**src/rtl/cma_pkg.sv**
```systemverilog
// Shared types, constants and calendar helper functions for the calendar month adder.
// Depends on nothing; every module of the block imports it.
package cma_pkg;

    localparam int unsigned IN_BYTES  = 5;
    localparam int unsigned OUT_BYTES = 3;

    localparam logic [3:0]  MONTH_JAN  = 4'd0;
    localparam logic [3:0]  MONTH_FEB  = 4'd1;
    localparam logic [3:0]  MONTH_LAST = 4'd11;
    localparam logic [4:0]  DAY_FIRST  = 5'd1;
    localparam logic [4:0]  DAY_MAX    = 5'd31;
    localparam logic [13:0] YEAR_MIN   = 14'd0;
    localparam logic [13:0] YEAR_MAX   = 14'd9999;

    // Raw input item as unpacked from the stream word
    typedef struct packed {
        logic [13:0]        year;
        logic [3:0]         month;
        logic [4:0]         day;
        logic signed [11:0] offset;
    } cma_in_t;

    // After month-count build: absolute month index and start-day class
    typedef struct packed {
        logic signed [18:0] total;
        logic [4:0]         day;
        logic               last;
    } cma_total_t;

    // After split of the month index into year and month
    typedef struct packed {
        logic        neg;
        logic [14:0] year;
        logic [3:0]  month;
        logic [4:0]  day;
        logic        last;
    } cma_split_t;

    // Final result item
    typedef struct packed {
        logic [13:0] year;
        logic [3:0]  month;
        logic [4:0]  day;
        logic        oor;
    } cma_res_t;

    // Gregorian leap test; y/100 is taken as (y>>2)/25 through a reciprocal multiply
    function automatic logic is_leap(input logic [13:0] y);
        logic [23:0] prod;
        logic [7:0]  q100;
        logic [13:0] r100;
        prod = {12'd0, y[13:2]} * 24'd2622;
        q100 = prod[23:16];
        r100 = y - 14'({6'd0, q100} * 14'd100);
        return (y[1:0] == 2'b00) && ((r100 != 14'd0) || (q100[1:0] == 2'b00));
    endfunction

    // Month length table with February leap adjustment
    function automatic logic [4:0] month_days(input logic [3:0] m, input logic leap);
        logic [4:0] d;
        case (m)
            MONTH_FEB:               d = leap ? 5'd29 : 5'd28;
            4'd3, 4'd5, 4'd8, 4'd10: d = 5'd30;
            default:                 d = 5'd31;
        endcase
        return d;
    endfunction

endpackage

```
**src/rtl/cma_month_total.sv**
```systemverilog
// Stage one: clamps the start date, classifies the start day and builds the
// absolute month index year*12 + month + offset. Depends on cma_pkg.
module cma_month_total (
    input  logic                aclk,
    input  logic                aresetn,
    input  logic                en,
    input  logic                in_valid,
    input  cma_pkg::cma_in_t    in_item,
    output logic                out_valid,
    output cma_pkg::cma_total_t out_item
);
    import cma_pkg::*;

    logic               valid_reg;
    cma_total_t         item_reg;
    cma_total_t         item_next;
    logic [3:0]         sm;
    logic [4:0]         sd;
    logic [4:0]         len_s;
    logic [17:0]        base;
    logic signed [18:0] off_ext;

    // Clamp fields, look up start month length, form month index
    always_comb begin
        sm      = (in_item.month > MONTH_LAST) ? MONTH_LAST : in_item.month;
        sd      = (in_item.day == 5'd0) ? DAY_FIRST : in_item.day;
        len_s   = month_days(sm, is_leap(in_item.year));
        base    = {1'b0, in_item.year, 3'b000} + {2'b00, in_item.year, 2'b00}
                + {14'd0, sm};
        off_ext = {{7{in_item.offset[11]}}, in_item.offset};
        item_next.total = $signed({1'b0, base}) + off_ext;
        item_next.day   = sd;
        item_next.last  = (sd >= len_s);
    end

    // Advance the stage when the pipe moves
    always_ff @(posedge aclk) begin
        if (!aresetn) begin
            valid_reg <= 1'b0;
        end else if (en) begin
            valid_reg <= in_valid;
        end
    end

    always_ff @(posedge aclk) begin
        if (en) begin
            item_reg <= item_next;
        end
    end

    assign out_valid = valid_reg;
    assign out_item  = item_reg;

endmodule

```
**src/rtl/cma_year_split.sv**
```systemverilog
// Stage two: splits the month index into year and month by a divide-by-12
// through a reciprocal multiply. Depends on cma_pkg.
module cma_year_split (
    input  logic                aclk,
    input  logic                aresetn,
    input  logic                en,
    input  logic                in_valid,
    input  cma_pkg::cma_total_t in_item,
    output logic                out_valid,
    output cma_pkg::cma_split_t out_item
);
    import cma_pkg::*;

    logic        valid_reg;
    cma_split_t  item_reg;
    cma_split_t  item_next;
    logic [17:0] x;
    logic [32:0] prod;
    logic [14:0] ry;
    logic [17:0] rem;

    // x/12 = (x>>2)/3, exact for 16-bit (x>>2) with factor ceil(2^17/3)
    always_comb begin
        x    = in_item.total[17:0];
        prod = {17'd0, x[17:2]} * 33'd43691;
        ry   = prod[31:17];
        rem  = x - ({ry, 3'b000} + {1'b0, ry, 2'b00});
        item_next.neg   = in_item.total[18];
        item_next.year  = ry;
        item_next.month = rem[3:0];
        item_next.day   = in_item.day;
        item_next.last  = in_item.last;
    end

    always_ff @(posedge aclk) begin
        if (!aresetn) begin
            valid_reg <= 1'b0;
        end else if (en) begin
            valid_reg <= in_valid;
        end
    end

    always_ff @(posedge aclk) begin
        if (en) begin
            item_reg <= item_next;
        end
    end

    assign out_valid = valid_reg;
    assign out_item  = item_reg;

endmodule

```
**src/rtl/cma_day_fix.sv**
```systemverilog
// Stage three: saturates out-of-range years, applies the last-day rule and
// clamps the day to the target month. Depends on cma_pkg.
module cma_day_fix (
    input  logic                aclk,
    input  logic                aresetn,
    input  logic                en,
    input  logic                in_valid,
    input  cma_pkg::cma_split_t in_item,
    output logic                out_valid,
    output cma_pkg::cma_res_t   out_item
);
    import cma_pkg::*;

    logic       valid_reg;
    cma_res_t   item_reg;
    cma_res_t   item_next;
    logic [4:0] len_t;

    // Pick saturated date or clamped day of target month
    always_comb begin
        len_t = month_days(in_item.month, is_leap(in_item.year[13:0]));
        if (in_item.neg) begin
            item_next.year  = YEAR_MIN;
            item_next.month = MONTH_JAN;
            item_next.day   = DAY_FIRST;
            item_next.oor   = 1'b1;
        end else if (in_item.year > {1'b0, YEAR_MAX}) begin
            item_next.year  = YEAR_MAX;
            item_next.month = MONTH_LAST;
            item_next.day   = DAY_MAX;
            item_next.oor   = 1'b1;
        end else begin
            item_next.year  = in_item.year[13:0];
            item_next.month = in_item.month;
            item_next.day   = (in_item.last || (in_item.day > len_t)) ? len_t : in_item.day;
            item_next.oor   = 1'b0;
        end
    end

    always_ff @(posedge aclk) begin
        if (!aresetn) begin
            valid_reg <= 1'b0;
        end else if (en) begin
            valid_reg <= in_valid;
        end
    end

    always_ff @(posedge aclk) begin
        if (en) begin
            item_reg <= item_next;
        end
    end

    assign out_valid = valid_reg;
    assign out_item  = item_reg;

endmodule

```
**src/rtl/cma_out_skid.sv**
```systemverilog
// Output register with a skid entry; gives the pipe a registered ready.
// Depends on cma_pkg for the result type.
module cma_out_skid (
    input  logic              aclk,
    input  logic              aresetn,
    input  logic              in_valid,
    input  cma_pkg::cma_res_t in_item,
    output logic              in_ready,
    output logic              out_valid,
    output cma_pkg::cma_res_t out_item,
    input  logic              out_ready
);
    import cma_pkg::*;

    logic     out_valid_reg;
    logic     out_valid_next;
    cma_res_t out_item_reg;
    cma_res_t out_item_next;
    logic     sk_valid_reg;
    logic     sk_valid_next;
    cma_res_t sk_item_reg;
    cma_res_t sk_item_next;
    logic     incoming;

    assign in_ready = !sk_valid_reg;
    assign incoming = in_valid && !sk_valid_reg;

    // Refill the output register, or park the incoming transfer while stalled
    always_comb begin
        out_valid_next = out_valid_reg;
        out_item_next  = out_item_reg;
        sk_valid_next  = sk_valid_reg;
        sk_item_next   = sk_item_reg;
        if (out_ready || !out_valid_reg) begin
            out_valid_next = sk_valid_reg || incoming;
            out_item_next  = sk_valid_reg ? sk_item_reg : in_item;
            sk_valid_next  = 1'b0;
        end else if (incoming) begin
            sk_valid_next = 1'b1;
            sk_item_next  = in_item;
        end
    end

    always_ff @(posedge aclk) begin
        if (!aresetn) begin
            out_valid_reg <= 1'b0;
            sk_valid_reg  <= 1'b0;
        end else begin
            out_valid_reg <= out_valid_next;
            sk_valid_reg  <= sk_valid_next;
        end
    end

    always_ff @(posedge aclk) begin
        out_item_reg <= out_item_next;
        sk_item_reg  <= sk_item_next;
    end

    assign out_valid = out_valid_reg;
    assign out_item  = out_item_reg;

endmodule

```
**src/rtl/calendar_month_adder_unit.sv**
```systemverilog
// Calendar month adder: one date plus a signed month offset per transfer.
// Registered path: input, month total, year split, day fix and output registers.
// Throughput: one transfer per cycle; the stall-all pipe is paced by the skid entry.
// Ready to the input side comes straight from a register.
// Reset (aresetn low, synchronous) empties the pipe and the output; data is kept.
module calendar_month_adder_unit (
    input  logic                               aclk,
    input  logic                               aresetn,
    input  logic                               s_tvalid,
    output logic                               s_tready,
    // start_year[13:0], start_month[17:14], start_day[22:18], month_offset[34:23]
    input  logic [cma_pkg::IN_BYTES*8-1:0]     s_tdata,
    output logic                               m_tvalid,
    input  logic                               m_tready,
    // result_year[13:0], result_month[17:14], result_day[22:18], year_out_of_range[23]
    output logic [cma_pkg::OUT_BYTES*8-1:0]    m_tdata
);
    import cma_pkg::*;

    logic       en;
    logic       in_valid_reg;
    cma_in_t    in_item_reg;
    cma_in_t    in_item_next;
    logic       tot_valid;
    cma_total_t tot_item;
    logic       spl_valid;
    cma_split_t spl_item;
    logic       fix_valid;
    cma_res_t   fix_item;
    cma_res_t   res_item;

    // Whole pipe moves whenever the skid entry is free
    assign s_tready = en;

    // Unpack the stream word
    always_comb begin
        in_item_next.year   = s_tdata[13:0];
        in_item_next.month  = s_tdata[17:14];
        in_item_next.day    = s_tdata[22:18];
        in_item_next.offset = s_tdata[34:23];
    end

    // Input register
    always_ff @(posedge aclk) begin
        if (!aresetn) begin
            in_valid_reg <= 1'b0;
        end else if (en) begin
            in_valid_reg <= s_tvalid;
        end
    end

    always_ff @(posedge aclk) begin
        if (en) begin
            in_item_reg <= in_item_next;
        end
    end

    cma_month_total u_total (
        .aclk      (aclk),
        .aresetn   (aresetn),
        .en        (en),
        .in_valid  (in_valid_reg),
        .in_item   (in_item_reg),
        .out_valid (tot_valid),
        .out_item  (tot_item)
    );

    cma_year_split u_split (
        .aclk      (aclk),
        .aresetn   (aresetn),
        .en        (en),
        .in_valid  (tot_valid),
        .in_item   (tot_item),
        .out_valid (spl_valid),
        .out_item  (spl_item)
    );

    cma_day_fix u_fix (
        .aclk      (aclk),
        .aresetn   (aresetn),
        .en        (en),
        .in_valid  (spl_valid),
        .in_item   (spl_item),
        .out_valid (fix_valid),
        .out_item  (fix_item)
    );

    cma_out_skid u_skid (
        .aclk      (aclk),
        .aresetn   (aresetn),
        .in_valid  (fix_valid),
        .in_item   (fix_item),
        .in_ready  (en),
        .out_valid (m_tvalid),
        .out_item  (res_item),
        .out_ready (m_tready)
    );

    // Pack the result word
    assign m_tdata = {res_item.oor, res_item.day, res_item.month, res_item.year};

endmodule

```
**config.mk**
```make
export PLATFORM = sky130hd
export DESIGN_NAME = calendar_month_adder_unit
export DESIGN_NICKNAME = d
export VERILOG_FILES = /design/src/rtl/cma_pkg.sv /design/src/rtl/cma_month_total.sv /design/src/rtl/cma_year_split.sv /design/src/rtl/cma_day_fix.sv /design/src/rtl/cma_out_skid.sv /design/src/rtl/calendar_month_adder_unit.sv
export SDC_FILE = /design/constraint.sdc
export NUM_CORES = 1
export LEC_CHECK = 0
export ABC_CLOCK_PERIOD_IN_PS = 10780
export BUFFER_PORTS_ARGS = -buffer_cell sky130_fd_sc_hd__buf_2
export CORE_UTILIZATION = 34
export DETAILED_ROUTE_END_ITERATION = 16
export GPL_TIMING_DRIVEN = 0
export HOLD_SLACK_MARGIN = 0.03
export PLACE_DENSITY = 0.53
export SYNTH_ARGS = -nofsm -noshare
export SYNTH_HDL_FRONTEND = slang
export SYNTH_SLANG_ARGS = --single-unit
export TNS_END_PERCENT = 10
```
**constraint.sdc**
```tcl
create_clock -name aclk -period 10.78 [get_ports aclk]
set_input_delay 2.695 -clock aclk [delete_from_list [all_inputs] [get_ports aclk]]
set_output_delay 2.695 -clock aclk [all_outputs]
set_load 0.01 [all_outputs]
```
# Word-level counts from Yosys, hierarchy flattened
# Index checks and enable logic that the tools add are counted.
# totals
register_bits	164
out_inout_bits	26
# classes
add_sub_neg	7
mul	5
n_lt_le_gt_ge	4
eq_ne	10
mux	9
bitwise	2
n_reduce_logical	22
# ops
operator	count
$mux W24	2
$mul A12 B11 Y23 const B	2
$mul A16 B16 Y32 const B	1
$reduce_bool A14 Y1	2
$sub A14 B14 Y14	2
$mul A8 B5 Y12 const B	2
$pmux W5 S2	2
$add A19 B12 Y19	1
$add A17 B16 Y18	1
$add A18 B4 Y18	1
$eq A4 B4 Y1 const B	4
$gt A15 B14 Y1 const B	1
$mux W5	2
$eq A4 B1 Y1 const B	2
$eq A4 B2 Y1 const B	2
$eq A4 B3 Y1 const B	2
$logic_not A2 Y1	4
$reduce_or A4 Y1	2
$ge A5 B5 Y1	1
$gt A5 B5 Y1	1
$logic_not A5 Y1	1
$logic_or A1 B1 Y1	5
$add A4 B4 Y4	1
$gt A4 B4 Y1 const B	1
other kinds (8)	14

# Depth between registers and ports, before layout
# Gate-level depths: netlist (run 1).
# logic_depth
ltp_word	12
mapped_depth	49
depth_no_buf	49

# Cells and area by module
# A second synthesis (run 1) with hierarchy kept.
# unflattened
hier_cells	1924
area_unflattened_um2	20108.0
# modules_own_cells
module	n_inst	cells_each	area_per_inst_um2
cma_month_total	1	662	6182.2
cma_year_split	1	569	5667.9
cma_day_fix	1	572	5260.0
cma_out_skid	1	83	1910.6
calendar_month_adder_unit	1	38	1087.3

# Least setup slack after synthesis (run 1)
# OpenSTA, ideal clock, no wires.
# synth_timing
path_type	register -> register
startpoint	register u_split.item_reg, in the netlist u_split.out_item[18]
endpoint	register u_fix.item_reg, in the netlist u_fix.out_item[2] (data pin)
setup_time_ps	270
t_arrival_ps	9644
t_required_ps	10510
slack_ps	866
path_stages_with_launch	46
path_buffers	0
period_less_slack_ps	9914
path_cell_list	edfxtp_1 > inv_1 > fa_1 > inv_1 > ha_1 > inv_1 > fa_1 > inv_1 > fa_1 > inv_1 > fa_1 > inv_1 > ha_1 > nand3_1 > a21oi_1 > o311a_1 > a311oi_1 > o21bai_1 > [10 not listed] > a21oi_1 > and3b_1 > xor2_1 > ha_1 > o211a_1 > o21ai_0 > a221oi_2 > o311a_1 > nand3_1 > and3_1 > a2111oi_0 > and4_1 > nor2b_1 > ha_1 > a211oi_1 > nor2_1 > o31ai_1 > a21oi_1
# synth_between
elab_chain_len	12
word_cells_on_any_way	14
cone_classes	1 x add/sub; 2 x mul; 2 x order compare; 4 x mux; 5 x reduce/logical
# synth_lines
item	line	rtl
from (decl)	cma_year_split.sv:15	cma_split_t item_reg;
from (signal assigned)	cma_year_split.sv:45	item_reg <= item_next;
$mul A12 B11 Y23	cma_pkg.sv:53	prod = {12'd0, y[13:2]} * 24'd2622;
$mul A8 B5 Y12	cma_pkg.sv:55	r100 = y - 14'({6'd0, q100} * 14'd100);
$sub A14 B14 Y14	cma_pkg.sv:55	
$reduce_bool A14 Y1	cma_pkg.sv:56	return (y[1:0] == 2'b00) && ((r100 != 14'd0) || (q100[1:0] == 2'b00));
$logic_or A1 B1 Y1	cma_pkg.sv:56	
$logic_and A1 B1 Y1	cma_pkg.sv:56	
$mux W1	cma_pkg.sv:63	MONTH_FEB: d = leap ? 5'd29 : 5'd28;
$pmux W5 S2	cma_pkg.sv:62	case (m)
$gt A5 B5 Y1	cma_day_fix.sv:35	item_next.day = (in_item.last || (in_item.day > len_t)) ? len_t : in_item.day;
$logic_or A1 B1 Y1	cma_day_fix.sv:35	
$mux W5	cma_day_fix.sv:35	
$mux W24 (*)	cma_day_fix.sv:27	end else if (in_item.year > {1'b0, YEAR_MAX}) begin
to (signal assigned)	cma_day_fix.sv:50	item_reg <= item_next;
to (decl)	cma_day_fix.sv:15	cma_res_t item_reg;
# Mark *: on every way between the ends. The rest lies on a longest branch, timed or not.
# A chain may end at the register's enable or synchronous reset.

# Final worst setup path (run 1)
# Ends and elaborated chain as after synthesis.

==> metrics.md, run 1 <==
| Metric | Value |
|---|---|
| DR pass1 iterations | `7` |
| Leading register cell type out of synthesis | `edfxtp_1` |
| Cells after synthesis | `1756` |
| Sequential area share after synthesis | `0.255` |
| Highest fanout seen on the critical path | `5` |
| CTS sink cnt | `roughly 160` |
| Unrepaired setup endpoints after global routing | `no` |
| Critical path's largest stage delay | `~530 ps` |
| Area share of fa/ha/maj cells after synthesis | `0.465` |
| Hpwl dp | `roughly 31 mm` |
| Port-buffer cells | `64` |
| Grt total ovfl | `0` |
| Most frequent CP cell | `inv_1` |
| Post-synth EDFFs | `158` |
| Clock Root Buffer | `clkbuf_16` |
| Delay-heaviest family, CP | `adder cells` |
| Max-slew violation count | `0` |
| Syn_area_per_cell | `between 10 and 15 um2` |
| Io pins | `70` |
| Final setup viols | `0` |
| Number of synthesis warnings | `0` |
| Synthesized area | `~0.019 mm2` |
| Worst-skew pair later-pin latency | `450 ps` |
| Largest family of logic cells by synthesized area | `adder cells` |
| Clk buf depth | `2` |
| CTS tree | `yes` |
| Via Count | `roughly 12000` |
| Total track usage | `0.140` |
| Status | `completed` |
| Yosys cell types | `a little over 70` |
| Hold_buf cts | `0` |
| Crit end category | `flop` |
| Number of CTS-inserted buffers | `17` |
| Buffers plus inverters on the worst setup path | `8` |
| Core area | `around 0.055 mm2` |
| Fin. Hold Viols | `0` |
| Filler cell count | `around 5400` |
| Simple-gate portion of the synthesized area | `0.0627` |
| Initial core utilization | `0.345` |
| 1st-iter DRT viols | `~340` |
| Share of cells above drive strength 1 | `0.113` |
| Area grow syn2layout | `12.4%` |
| Hold Crit Class | `flop to flop` |
| Vias per inst | `4.67` |
| CP Launch Point | `u_split.out_item[18]` |
| Remaining antenna violation count | `0` |
| Fin Setup TNS | `0 ps` |
| Layout net count | `about 2500` |
| Antenna Cells | `0` |
| Clk slew on worst S/H paths | `approximately 70 ps` |
| Slowest CP cell | `fa_1` |
| H-tree Lvls | `4` |
| Num rows | `86` |
| Hold Path Origin | `u_total.out_item[5]` |
| First-pass GRT wire length | `between 60 and 70 mm` |
| Pin count of the biggest net entering global routing | `between 60 and 70` |
| Routed len/inst | `approximately 14 um` |
| Crit path DAT | `roughly 11000 ps` |
| Max cap viols | `0` |
| Relative slew slack | `0.175` |
| Synth Net Count | `between 2000 and 2500` |
| Xor and xnor area share after synthesis | `0.0389` |
| Die W | `between 200 and 250 um` |
| Post-synthesis compound-gate area fraction | `0.0770` |
| Worst EP required | `approximately 11000 ps` |
| Max Freq | `just under 100 MHz` |
| Tmin final | `roughly 10000 ps` |
| DRC | `0` |
| Vias in the first global route | `approximately 13000` |
| Die height | `about 240 um` |
| Crit path kind | `flop to flop` |
| Routability cong. | `between 0.8 and 0.9` |
| Worst r2r src | `u_split.out_item[18]` |
| CP Launch Type | `flop` |
| Post-synthesis mux area share | `0.0174` |
| Final clock skew | `between 10 and 15 ps` |
| Fin crit share | `0.961` |
| Synth async-reset ratio | `0` |
| Routed WL | `roughly 38 mm` |
| Die ar. | `between 0.05 and 0.06 mm2` |
| Antenna violations before repair | `0` |
| Max FFs per register | `35` |
| Synth Register Bits | `164` |
| Worst slew pin tran | `between 1000 and 1500 ps` |
-- stage by stage --
step / hold slack (ps) / cell area (um2) / instances / util / setup WS [ps]
2_1_floorplan: 400 / 19100 / 1756 / - / 866
3_3_place_gp: 407 / 20300 / 2568 / 0.368 / -847
3_5_place_dp: 413 / 20400 / 2571 / 0.369 / -818
4_1_cts: 429 / 21200 / 2622 / 0.383 / 11.4
5_1_grt: 440 / 21400 / 2637 / 0.388 / 3.25
6_report: 425 / 21400 / 2637 / 0.388 / 425
-- cell usage in the layout, fill, tap and decap left out, types with 7 or more instances in the layout --
master and instances:
nand2_1 35, fa_1 175, and3_1 9, ha_1 423
buf_4 34, o21a_1 8, buf_2 64, a211oi_1 7
nor3_1 30, inv_1 404, nand3_1 20, nand2b_1 8
a21o_1 21, o211ai_1 8, clkbuf_16 17, nor2_1 68
xor2_1 28, mux2_2 24, nor2b_1 14, xnor2_1 53
o21ai_0 24, o21bai_1 11, edfxtp_1 158, o21ai_1 9
a21oi_1 65
-- worst reg2reg max path, delay by kind of cell (launching register included) --
| kind | cells | cell delay [ps] |
|---|---|---|
| fa+ha+maj | 12 | 4320 |
| compound gates | 14 | 3030 |
| simple gates | 10 | 1520 |
| buf+inv | 8 | 670 |
| flops | 1 | 490 |
| xor+xnor | 1 | 80 |
-- repair_timing --
| action | CTS | global route |
|---|---|---|
| setup buffers | 20 | 15 |
| cloned | 0 | 0 |
| gates resized for setup | 13 | 32 |
| pin swaps | 3 | 25 |
| endpoints found under the setup margin | 5 | 5 |
-- layer usage --
metal / global-route usage / vias to the layer above / wire, um
li1: - / 6149 / -
met1: 0.182 / 6006 / 17900
met2: 0.248 / 134 / 18900
met3: 0.0225 / 27 / 966
met4: 0.0223 / 0 / 359
met5: 0 / - / 0
-- worst paths after layout --
kind,endpoint,depth (start not counted),slack [ps]
setup / recovery,u_fix.out_item[2],45,420
hold / removal,u_split.out_item[5],0,430
setup reg to reg,u_fix.out_item[2],45,420
hold reg to reg,u_split.out_item[5],0,430
-- cell type report --
type	count	area (um2)	area share
multi-input combinational	1170	12800	0.598
buffer	10	45.0	0.00210
clock inverter	14	145	0.00677
inverter	412	1560	0.0728
sequential	164	4860	0.227
clock buffer	17	425	0.0199
tap	748	936	0.0437
timing repair buffer	102	637	0.0297
-- cells by family after synthesis --
family,Yosys count
fa+ha+maj,604
buf+inv,422
simple gates,237
compound gates,216
flops,164
xor+xnor,83
mux,30
-- cells in the mapped netlist (4+ instances only) --
| cell type | n | area (um2) |
|---|---|---|
| mux2i_1 | 5 | 50.1 |
| and2_1 | 4 | 25.0 |
| o21ai_0 | 25 | 125 |
| dfxtp_1 | 6 | 120 |
| nand2_1 | 36 | 135 |
| or2_2 | 5 | 31.3 |
| nand2b_1 | 8 | 50.1 |
| and3_1 | 10 | 62.6 |
| nor3_1 | 31 | 155 |
| fa_1 | 175 | 3500 |
| inv_1 | 412 | 1550 |
| a21o_1 | 21 | 158 |
| nor2_1 | 72 | 270 |
| a21oi_1 | 68 | 340 |
| edfxtp_1 | 158 | 4740 |
| o211ai_1 | 8 | 60.1 |
| nand4_1 | 5 | 31.3 |
| o21ai_1 | 8 | 40.0 |
| xor2_1 | 29 | 254 |
| a211oi_1 | 9 | 67.6 |
| o21a_1 | 9 | 67.6 |
| xnor2_1 | 53 | 464 |
| clkbuf_1 | 6 | 22.5 |
| nor2b_1 | 14 | 87.6 |
| nand4b_1 | 4 | 35.0 |
| or3_1 | 5 | 31.3 |
| mux2_2 | 24 | 270 |
| a31oi_1 | 6 | 37.5 |
| ha_1 | 429 | 5370 |
| o21bai_1 | 13 | 97.6 |
| a2111oi_0 | 5 | 43.8 |
| nand3_1 | 23 | 115 |
Power of run 1 is left out: the tool's default activity adds up to more than one toggle a clock period on the data nets, which glitch-free logic cannot reach.
==> inputs of run 2 (changes only) <==
--- a/config.mk
+++ b/config.mk
@@ -14,5 +14,6 @@
 export PLACE_DENSITY = 0.53
 export SYNTH_ARGS = -nofsm -noshare
 export SYNTH_HDL_FRONTEND = slang
+export SYNTH_HIERARCHICAL = 1
 export SYNTH_SLANG_ARGS = --single-unit
 export TNS_END_PERCENT = 10
==> metrics.md, run 2 <==
| Metric | Value |
|---|---|
| Area contributors post-synth | `ha_1 27%, edfxtp_1 24%, fa_1 17%` |
| Cell accounting for the most synthesized area | `ha_1` |
| Top-count cell post-synth | `inv_1` |
| Hold_buf cts | `0 (unchanged)` |
| Via Count | `13462 (+9.3%)` |
| Largest family of logic cells by synthesized area | `adder cells` |
| Routed len/inst | `15.1 um (+4.1%)` |
| CTS sink cnt | `164 (unchanged)` |
| Slowest CP cell | `fa_1` |
| 1st-iter DRT viols | `516 (+53%)` |
| Synth async-reset ratio | `0 (unchanged)` |
| Worst EP required | `11070 ps (+110 ps)` |
| Tmin final | `10180 ps (-172 ps)` |
| Die ar. | `0.0601 mm2 (+5.4%)` |
| Io pins | `70 (unchanged)` |
| Relative slew slack | `0.120 (-0.0552)` |
| Total track usage | `0.146 (+0.00527)` |
| Fin. Hold Viols | `0 (unchanged)` |
| Final worst setup slack | `597 ps (+172 ps)` |
| R2R Path End | `u_fix/out_item[1]` |
| Worst path depth | `43 (-4.4%)` |
| Multi-input gate area | `0.0135 mm2 (+5.4%)` |
| Clock Root Buffer | `clkbuf_16` |
| Clk slew on worst S/H paths | `80 ps (about the same)` |
| Worst-skew pair later-pin latency | `440 ps (about the same)` |
| Max FFs per register | `35 (unchanged)` |
| CP Launch Type | `flop` |
| Die W | `245 um (+2.7%)` |
| Crit path DAT | `10480 ps (-50 ps)` |
| Cells after synthesis | `1924 (+9.6%)` |
| Register area | `0.00486 mm2 (unchanged)` |
| CTS tree | `yes` |
| Commonest non-fill, non-tap cell in the layout | `inv_1` |
| Unrepaired setup endpoints after global routing | `no` |
| Leading register cell type out of synthesis | `edfxtp_1` |
| Most frequent cells in the layout | `440 x inv_1, 428 x ha_1, 170 x fa_1` |
| Hold path cells | `0 (unchanged)` |
| Die height | `245 um (+2.7%)` |
| DRC | `0 (unchanged)` |
| Max cap viols | `0 (unchanged)` |
| Post-synth EDFFs | `158 (unchanged)` |
| Vias per inst | `4.78 (+2.4%)` |
| Top-area cell type share of the netlist area | `0.266 (-0.0152)` |
| Fin util | `0.384 (-0.00383)` |
| Buffers plus inverters on the worst setup path | `8 (unchanged)` |
| Crit path kind | `flop to flop` |
| Synth Register Bits | `164 (unchanged)` |
| Layout net count | `2678 (+6.1%)` |
| Antenna violations before repair | `0 (unchanged)` |
| Area share of fa/ha/maj cells after synthesis | `0.436 (-0.0297)` |
| Post-synthesis mux area share | `0.0255 (+0.00812)` |
| Routability cong. | `0.879 (+8.4%)` |
| Syn_area_per_cell | `10.5 um2 (-3.7%)` |
| Top cells by count, synth | `442 x inv_1, 428 x ha_1, 170 x fa_1, 158 x edfxtp_1, 86 x nor2_1` |
| Synthesized area | `0.0201 mm2 (+5.5%)` |
| Number of CTS-inserted buffers | `17 (unchanged)` |
| H-tree Lvls | `4 (unchanged)` |
| DR pass1 iterations | `5 (-2)` |
| Core area | `0.0580 mm2 (+5.1%)` |
| Final setup viols | `0 (unchanged)` |
| Port-buffer cells | `64 (unchanged)` |
| Pin count of the biggest net entering global routing | `100 (+45%)` |
| Sequential area share after synthesis | `0.242 (-0.0132)` |
| First-pass GRT wire length | `70.2 mm (+11%)` |
| Status | `completed` |
| Routed WL | `42.4 mm (+11%)` |
| Worst slew pin tran | `1320 ps (+82.8 ps)` |
| Hpwl dp | `34.8 mm (+11%)` |
| Max-slew violation count | `0 (unchanged)` |
| Critical path's largest stage delay | `540 ps (about the same)` |
| Fin crit share | `0.945 (-0.0160)` |
| Area grow syn2layout | `10.9%` |
| R2r setup slk | `600 ps (+170 ps)` |
| Hold Crit Endpoint | `u_split/out_item[2]` |
| Post-synthesis compound-gate area fraction | `0.0971 (+0.0201)` |
| Simple-gate portion of the synthesized area | `0.0775 (+0.0148)` |
| Crit end category | `flop` |
| Delay-heaviest family, CP | `adder cells` |
| Most frequent CP cell | `ha_1` |
| Number of synthesis warnings | `6 (+6)` |
| Grt total ovfl | `0 (unchanged)` |
| Share of cells above drive strength 1 | `0.0961 (-0.0166)` |
| Yosys cell types | `85 (+18%)` |
| Remaining antenna violation count | `0 (unchanged)` |
| Reg2Reg Depth | `43 (-4.4%)` |
| Filler cell count | `5687 (+4.7%)` |
| Synth Net Count | `2566 (+6.7%)` |
| Num rows | `88 (+2.3%)` |
| Initial core utilization | `0.347 (+0.00115)` |
| Worst r2r src | `u_split/out_item[21]` |
| Antenna Cells | `0 (unchanged)` |
| Clk buf depth | `2 (unchanged)` |
| Vias in the first global route | `13972 (+9.5%)` |
| Highest fanout seen on the critical path | `8 (+3)` |
| Final clock skew | `14.5 ps (-0.215 ps)` |
| Xor and xnor area share after synthesis | `0.0348 (-0.00407)` |
| Hold Crit Class | `flop to flop` |
| Hold Path Origin | `u_total/out_item[2]` |
| Dpl ws | `-66.4 ps (+752 ps)` |
| Max Freq | `98.2 MHz (+1.7%)` |
==> run 2: worst register-to-register path, delay by kind of cell, from the launching register on <==
| family | cells | cell delay, ps |
|---|---|---|
| AO/OA/AOI/OAI | 8 | 1530 |
| XOR/XNOR | 2 | 470 |
| adder cells (fa/ha/maj) | 12 | 4650 |
| buffers and inverters | 8 | 700 |
| flip-flops | 1 | 530 |
| multiplexers | 1 | 180 |
| AND/OR/NAND/NOR | 12 | 2000 |
==> run 2: stage by stage <==
stage          setup TNS (ps)  hold WS, ps  cells  instance area, um2
2_1_floorplan               0          400   1924               20100
3_3_place_gp             -132          402   2753               21400
3_5_place_dp            -66.4          405   2756               21400
4_1_cts                     0          426   2801               22200
5_1_grt                     0          436   2814               22300
6_report                    0          423   2814               22300
==> run 2: routing by layer <==
layer  vias to the layer above  track usage  wire, um
met5                         -            0         0
met4                         0       0.0186       348
met3                        26       0.0172       882
met2                       166        0.249     20000
met1                      6523        0.201     21100
li1                       6747            -         -
==> run 2: logic make-up (layout without fill, tap and decap cells) <==
group | Yosys count | after routing
buffers and inverters | 458 | 583
DFF | 164 | 164
xor gates and xnor gates | 80 | 80
adders and majority gates | 598 | 598
and+or+nand+nor | 305 | 305
AOI/OAI and AO/OA | 278 | 278
muxes | 41 | 41
==> run 2: cell type report <==
class | count | area share
buffer | 14 | 0.00415
clock buffer | 17 | 0.0191
clock inverter | 15 | 0.00948
inverter | 443 | 0.0749
multi-input combinational | 1302 | 0.605
sequential | 164 | 0.218
tap | 765 | 0.0429
timing repair buffer | 94 | 0.0259
==> run 2: worst max path at each step <==
stage	start	to	slack, ps
CTS	u_split/out_item[16]	u_fix/out_item[1]	40
finish	u_split/out_item[21]	u_fix/out_item[1]	600
detailed placement	u_split/out_item[20]	u_fix/out_item[1]	-70
global route	u_split/out_item[21]	u_fix/out_item[1]	30
global placement	u_split/out_item[18]	u_fix/out_item[1]	-100
floorplan	u_split/out_item[20]	u_fix/out_item[1]	1380
==> run 2: repair_timing <==
action                                  CTS  global route
pin swaps                                 1             1
gates resized for setup                   0             8
setup buffers                            13            14
endpoints found under the setup margin    5             5
Power of run 2 is left out for the same reason.
==> inputs of run 3 (changes only) <==
--- a/config.mk
+++ b/config.mk
@@ -7,11 +7,13 @@
 export LEC_CHECK = 0
 export ABC_CLOCK_PERIOD_IN_PS = 10780
 export BUFFER_PORTS_ARGS = -buffer_cell sky130_fd_sc_hd__buf_2
+export CELL_PAD_IN_SITES_DETAIL_PLACEMENT = 1
+export CELL_PAD_IN_SITES_GLOBAL_PLACEMENT = 2
 export CORE_UTILIZATION = 34
 export DETAILED_ROUTE_END_ITERATION = 16
 export GPL_TIMING_DRIVEN = 0
 export HOLD_SLACK_MARGIN = 0.03
-export PLACE_DENSITY = 0.53
+export PLACE_DENSITY = 0.71
 export SYNTH_ARGS = -nofsm -noshare
 export SYNTH_HDL_FRONTEND = slang
 export SYNTH_HIERARCHICAL = 1
==> metrics.md, run 3 (synthesis gave the netlist of run 2 again) <==
| Metric | Value |
|---|---|
| Max Freq | `98.3 MHz (about the same)` |
| H-tree Lvls | `4 (unchanged)` |
| DRC | `0 (unchanged)` |
| Hold_buf cts | `0 (unchanged)` |
| CTS tree | `yes` |
| DR pass1 iterations | `4 (-1)` |
| Clk buf depth | `2 (unchanged)` |
| Placed Cells | `2755 (-0.036%)` |
| Clk slew on worst S/H paths | `70 ps (about the same)` |
| Post-Layout Cell Count | `2804 (-0.36%)` |
| Layout net count | `2668 (-0.37%)` |
| Share of cells above drive strength 1 | `0.0937 (-0.00247)` |
| Routed WL | `46.8 mm (+11%)` |
| Slowest CP cell | `edfxtp_1` |
| Grt total ovfl | `0 (unchanged)` |
| 1st-iter DRT viols | `451 (-13%)` |
| Fin util | `0.383 (-0.00166)` |
| Filler cell count | `6524 (+15%)` |
| Worst EP required | `11080 ps (about the same)` |
| Die W | `245 um (unchanged)` |
| Most frequent cells in the layout | `440 x inv_1, 428 x ha_1, 170 x fa_1` |
| Via Count | `13591 (+0.96%)` |
| Worst-skew pair later-pin latency | `450 ps (about the same)` |
| Vias in the first global route | `14908 (+6.7%)` |
| Hold Crit Class | `flop to flop` |
| CP Launch Point | `u_split/out_item[20]` |
| Routed len/inst | `16.7 um (+11%)` |
| Hpwl dp | `39.2 mm (+13%)` |
| Crit end category | `flop` |
| Antenna violations before repair | `1 (+1)` |
| Vias per inst | `4.85 (+1.3%)` |
| Critical path's largest stage delay | `550 ps (about the same)` |
| Placed Area | `0.0214 mm2 (about the same)` |
| Final clock skew | `14.6 ps (+0.0754 ps)` |
| Final setup viols | `0 (unchanged)` |
| CP Launch Type | `flop` |
| Fin crit share | `0.944 (about the same)` |
| Routing usage on met1 | `0.218 (+0.0170)` |
| Highest fanout seen on the critical path | `5 (-3)` |
| Worst r2r src | `u_split/out_item[20]` |
| Pin count of the biggest net entering global routing | `80 (-20%)` |
| Relative slew slack | `0.194 (+0.0744)` |
| Total track usage | `0.162 (+0.0166)` |
| Max FFs per register | `35 (unchanged)` |
| Tmin final | `10180 ps (-6.74 ps)` |
| Fin. Hold Viols | `0 (unchanged)` |
| Status | `completed` |
| Most frequent CP cell | `ha_1` |
| Core area | `0.0580 mm2 (unchanged)` |
| Crit path kind | `flop to flop` |
| Die ar. | `0.0601 mm2 (unchanged)` |
| Initial core utilization | `0.347 (unchanged)` |
| Hold Path Origin | `u_total/out_item[3]` |
| First-pass GRT wire length | `77.3 mm (+10%)` |
| Routability cong. | `0.822 (-6.4%)` |
| Area grow syn2layout | `10.4%` |
| Max-slew violation count | `0 (unchanged)` |
| Most Crowded Layer GR | `met2` |
| Worst slew pin tran | `1210 ps (-112 ps)` |
| Io pins | `70 (unchanged)` |
| Remaining antenna violation count | `0 (unchanged)` |
| Post-route cell area | `0.0222 mm2 (-0.43%)` |
| Max cap viols | `0 (unchanged)` |
| Commonest non-fill, non-tap cell in the layout | `inv_1` |
| Crit path DAT | `10470 ps (about the same)` |
| Num rows | `88 (unchanged)` |
| CTS sink cnt | `164 (unchanged)` |
| Port-buffer cells | `64 (unchanged)` |
| Met3 Usage GRT | `0.0238 (+0.00667)` |
| Die height | `245 um (unchanged)` |
| Number of CTS-inserted buffers | `17 (unchanged)` |
| Antenna Cells | `0 (unchanged)` |
| Clock Root Buffer | `clkbuf_16` |
| GR met2 Demand/Resource | `0.276 (+0.0271)` |
run 3: worst max-delay path: cells and delay by family (launching register included):
kind,cells,cell delay (ps)
fa+ha+maj,12,4740
compound gates,12,2390
simple gates,10,1560
flops,1,550
buf+inv,7,490
xor+xnor,1,140
mux,1,140
run 3: path summary, 6_finish.rpt:
kind / slack [ps] / endpoint / cells past startpoint
setup reg to reg: 600 / u_fix/out_item[1] / 43
hold reg to reg: 420 / u_split/out_item[3] / 0
hold / removal: 420 / u_split/out_item[3] / 0
setup / recovery: 600 / u_fix/out_item[1] / 43
run 3: timing repair:
item | in CTS | in global routing
buffers inserted | 16 | 2
gates resized for setup | 0 | 13
pin swaps | 1 | 0
setup endpoints to repair | 5 | 5
hold endpoints to repair | 0 | 0
run 3: through the flow:
step / setup TNS, ps / hold slack (ps) / setup slack [ps]
after floorplan: 0 / 400 / 1380
after global placement: -503 / 403 / -164
after detailed placement: -1190 / 407 / -290
after CTS: 0 / 423 / 41.4
after global routing: -0.907 / 423 / -0.907
final: 0 / 423 / 604
run 3: final cells by class:
class                      count  area, um2  area share
buffer                        14       92.6     0.00417
clock buffer                  18        429      0.0193
clock inverter                14        170     0.00766
inverter                     443       1670      0.0753
multi-input combinational   1302      13500       0.609
sequential                   164       4860       0.219
tap                          765        957      0.0431
timing repair buffer          84        494      0.0223
run 3: layer usage:
metal,vias to the layer above,wire length (um)
met2,141,22200
met5,-,0
met1,6711,22700
li1,6706,-
met4,0,652
met3,33,1310
Power of run 3 is left out for the same reason.
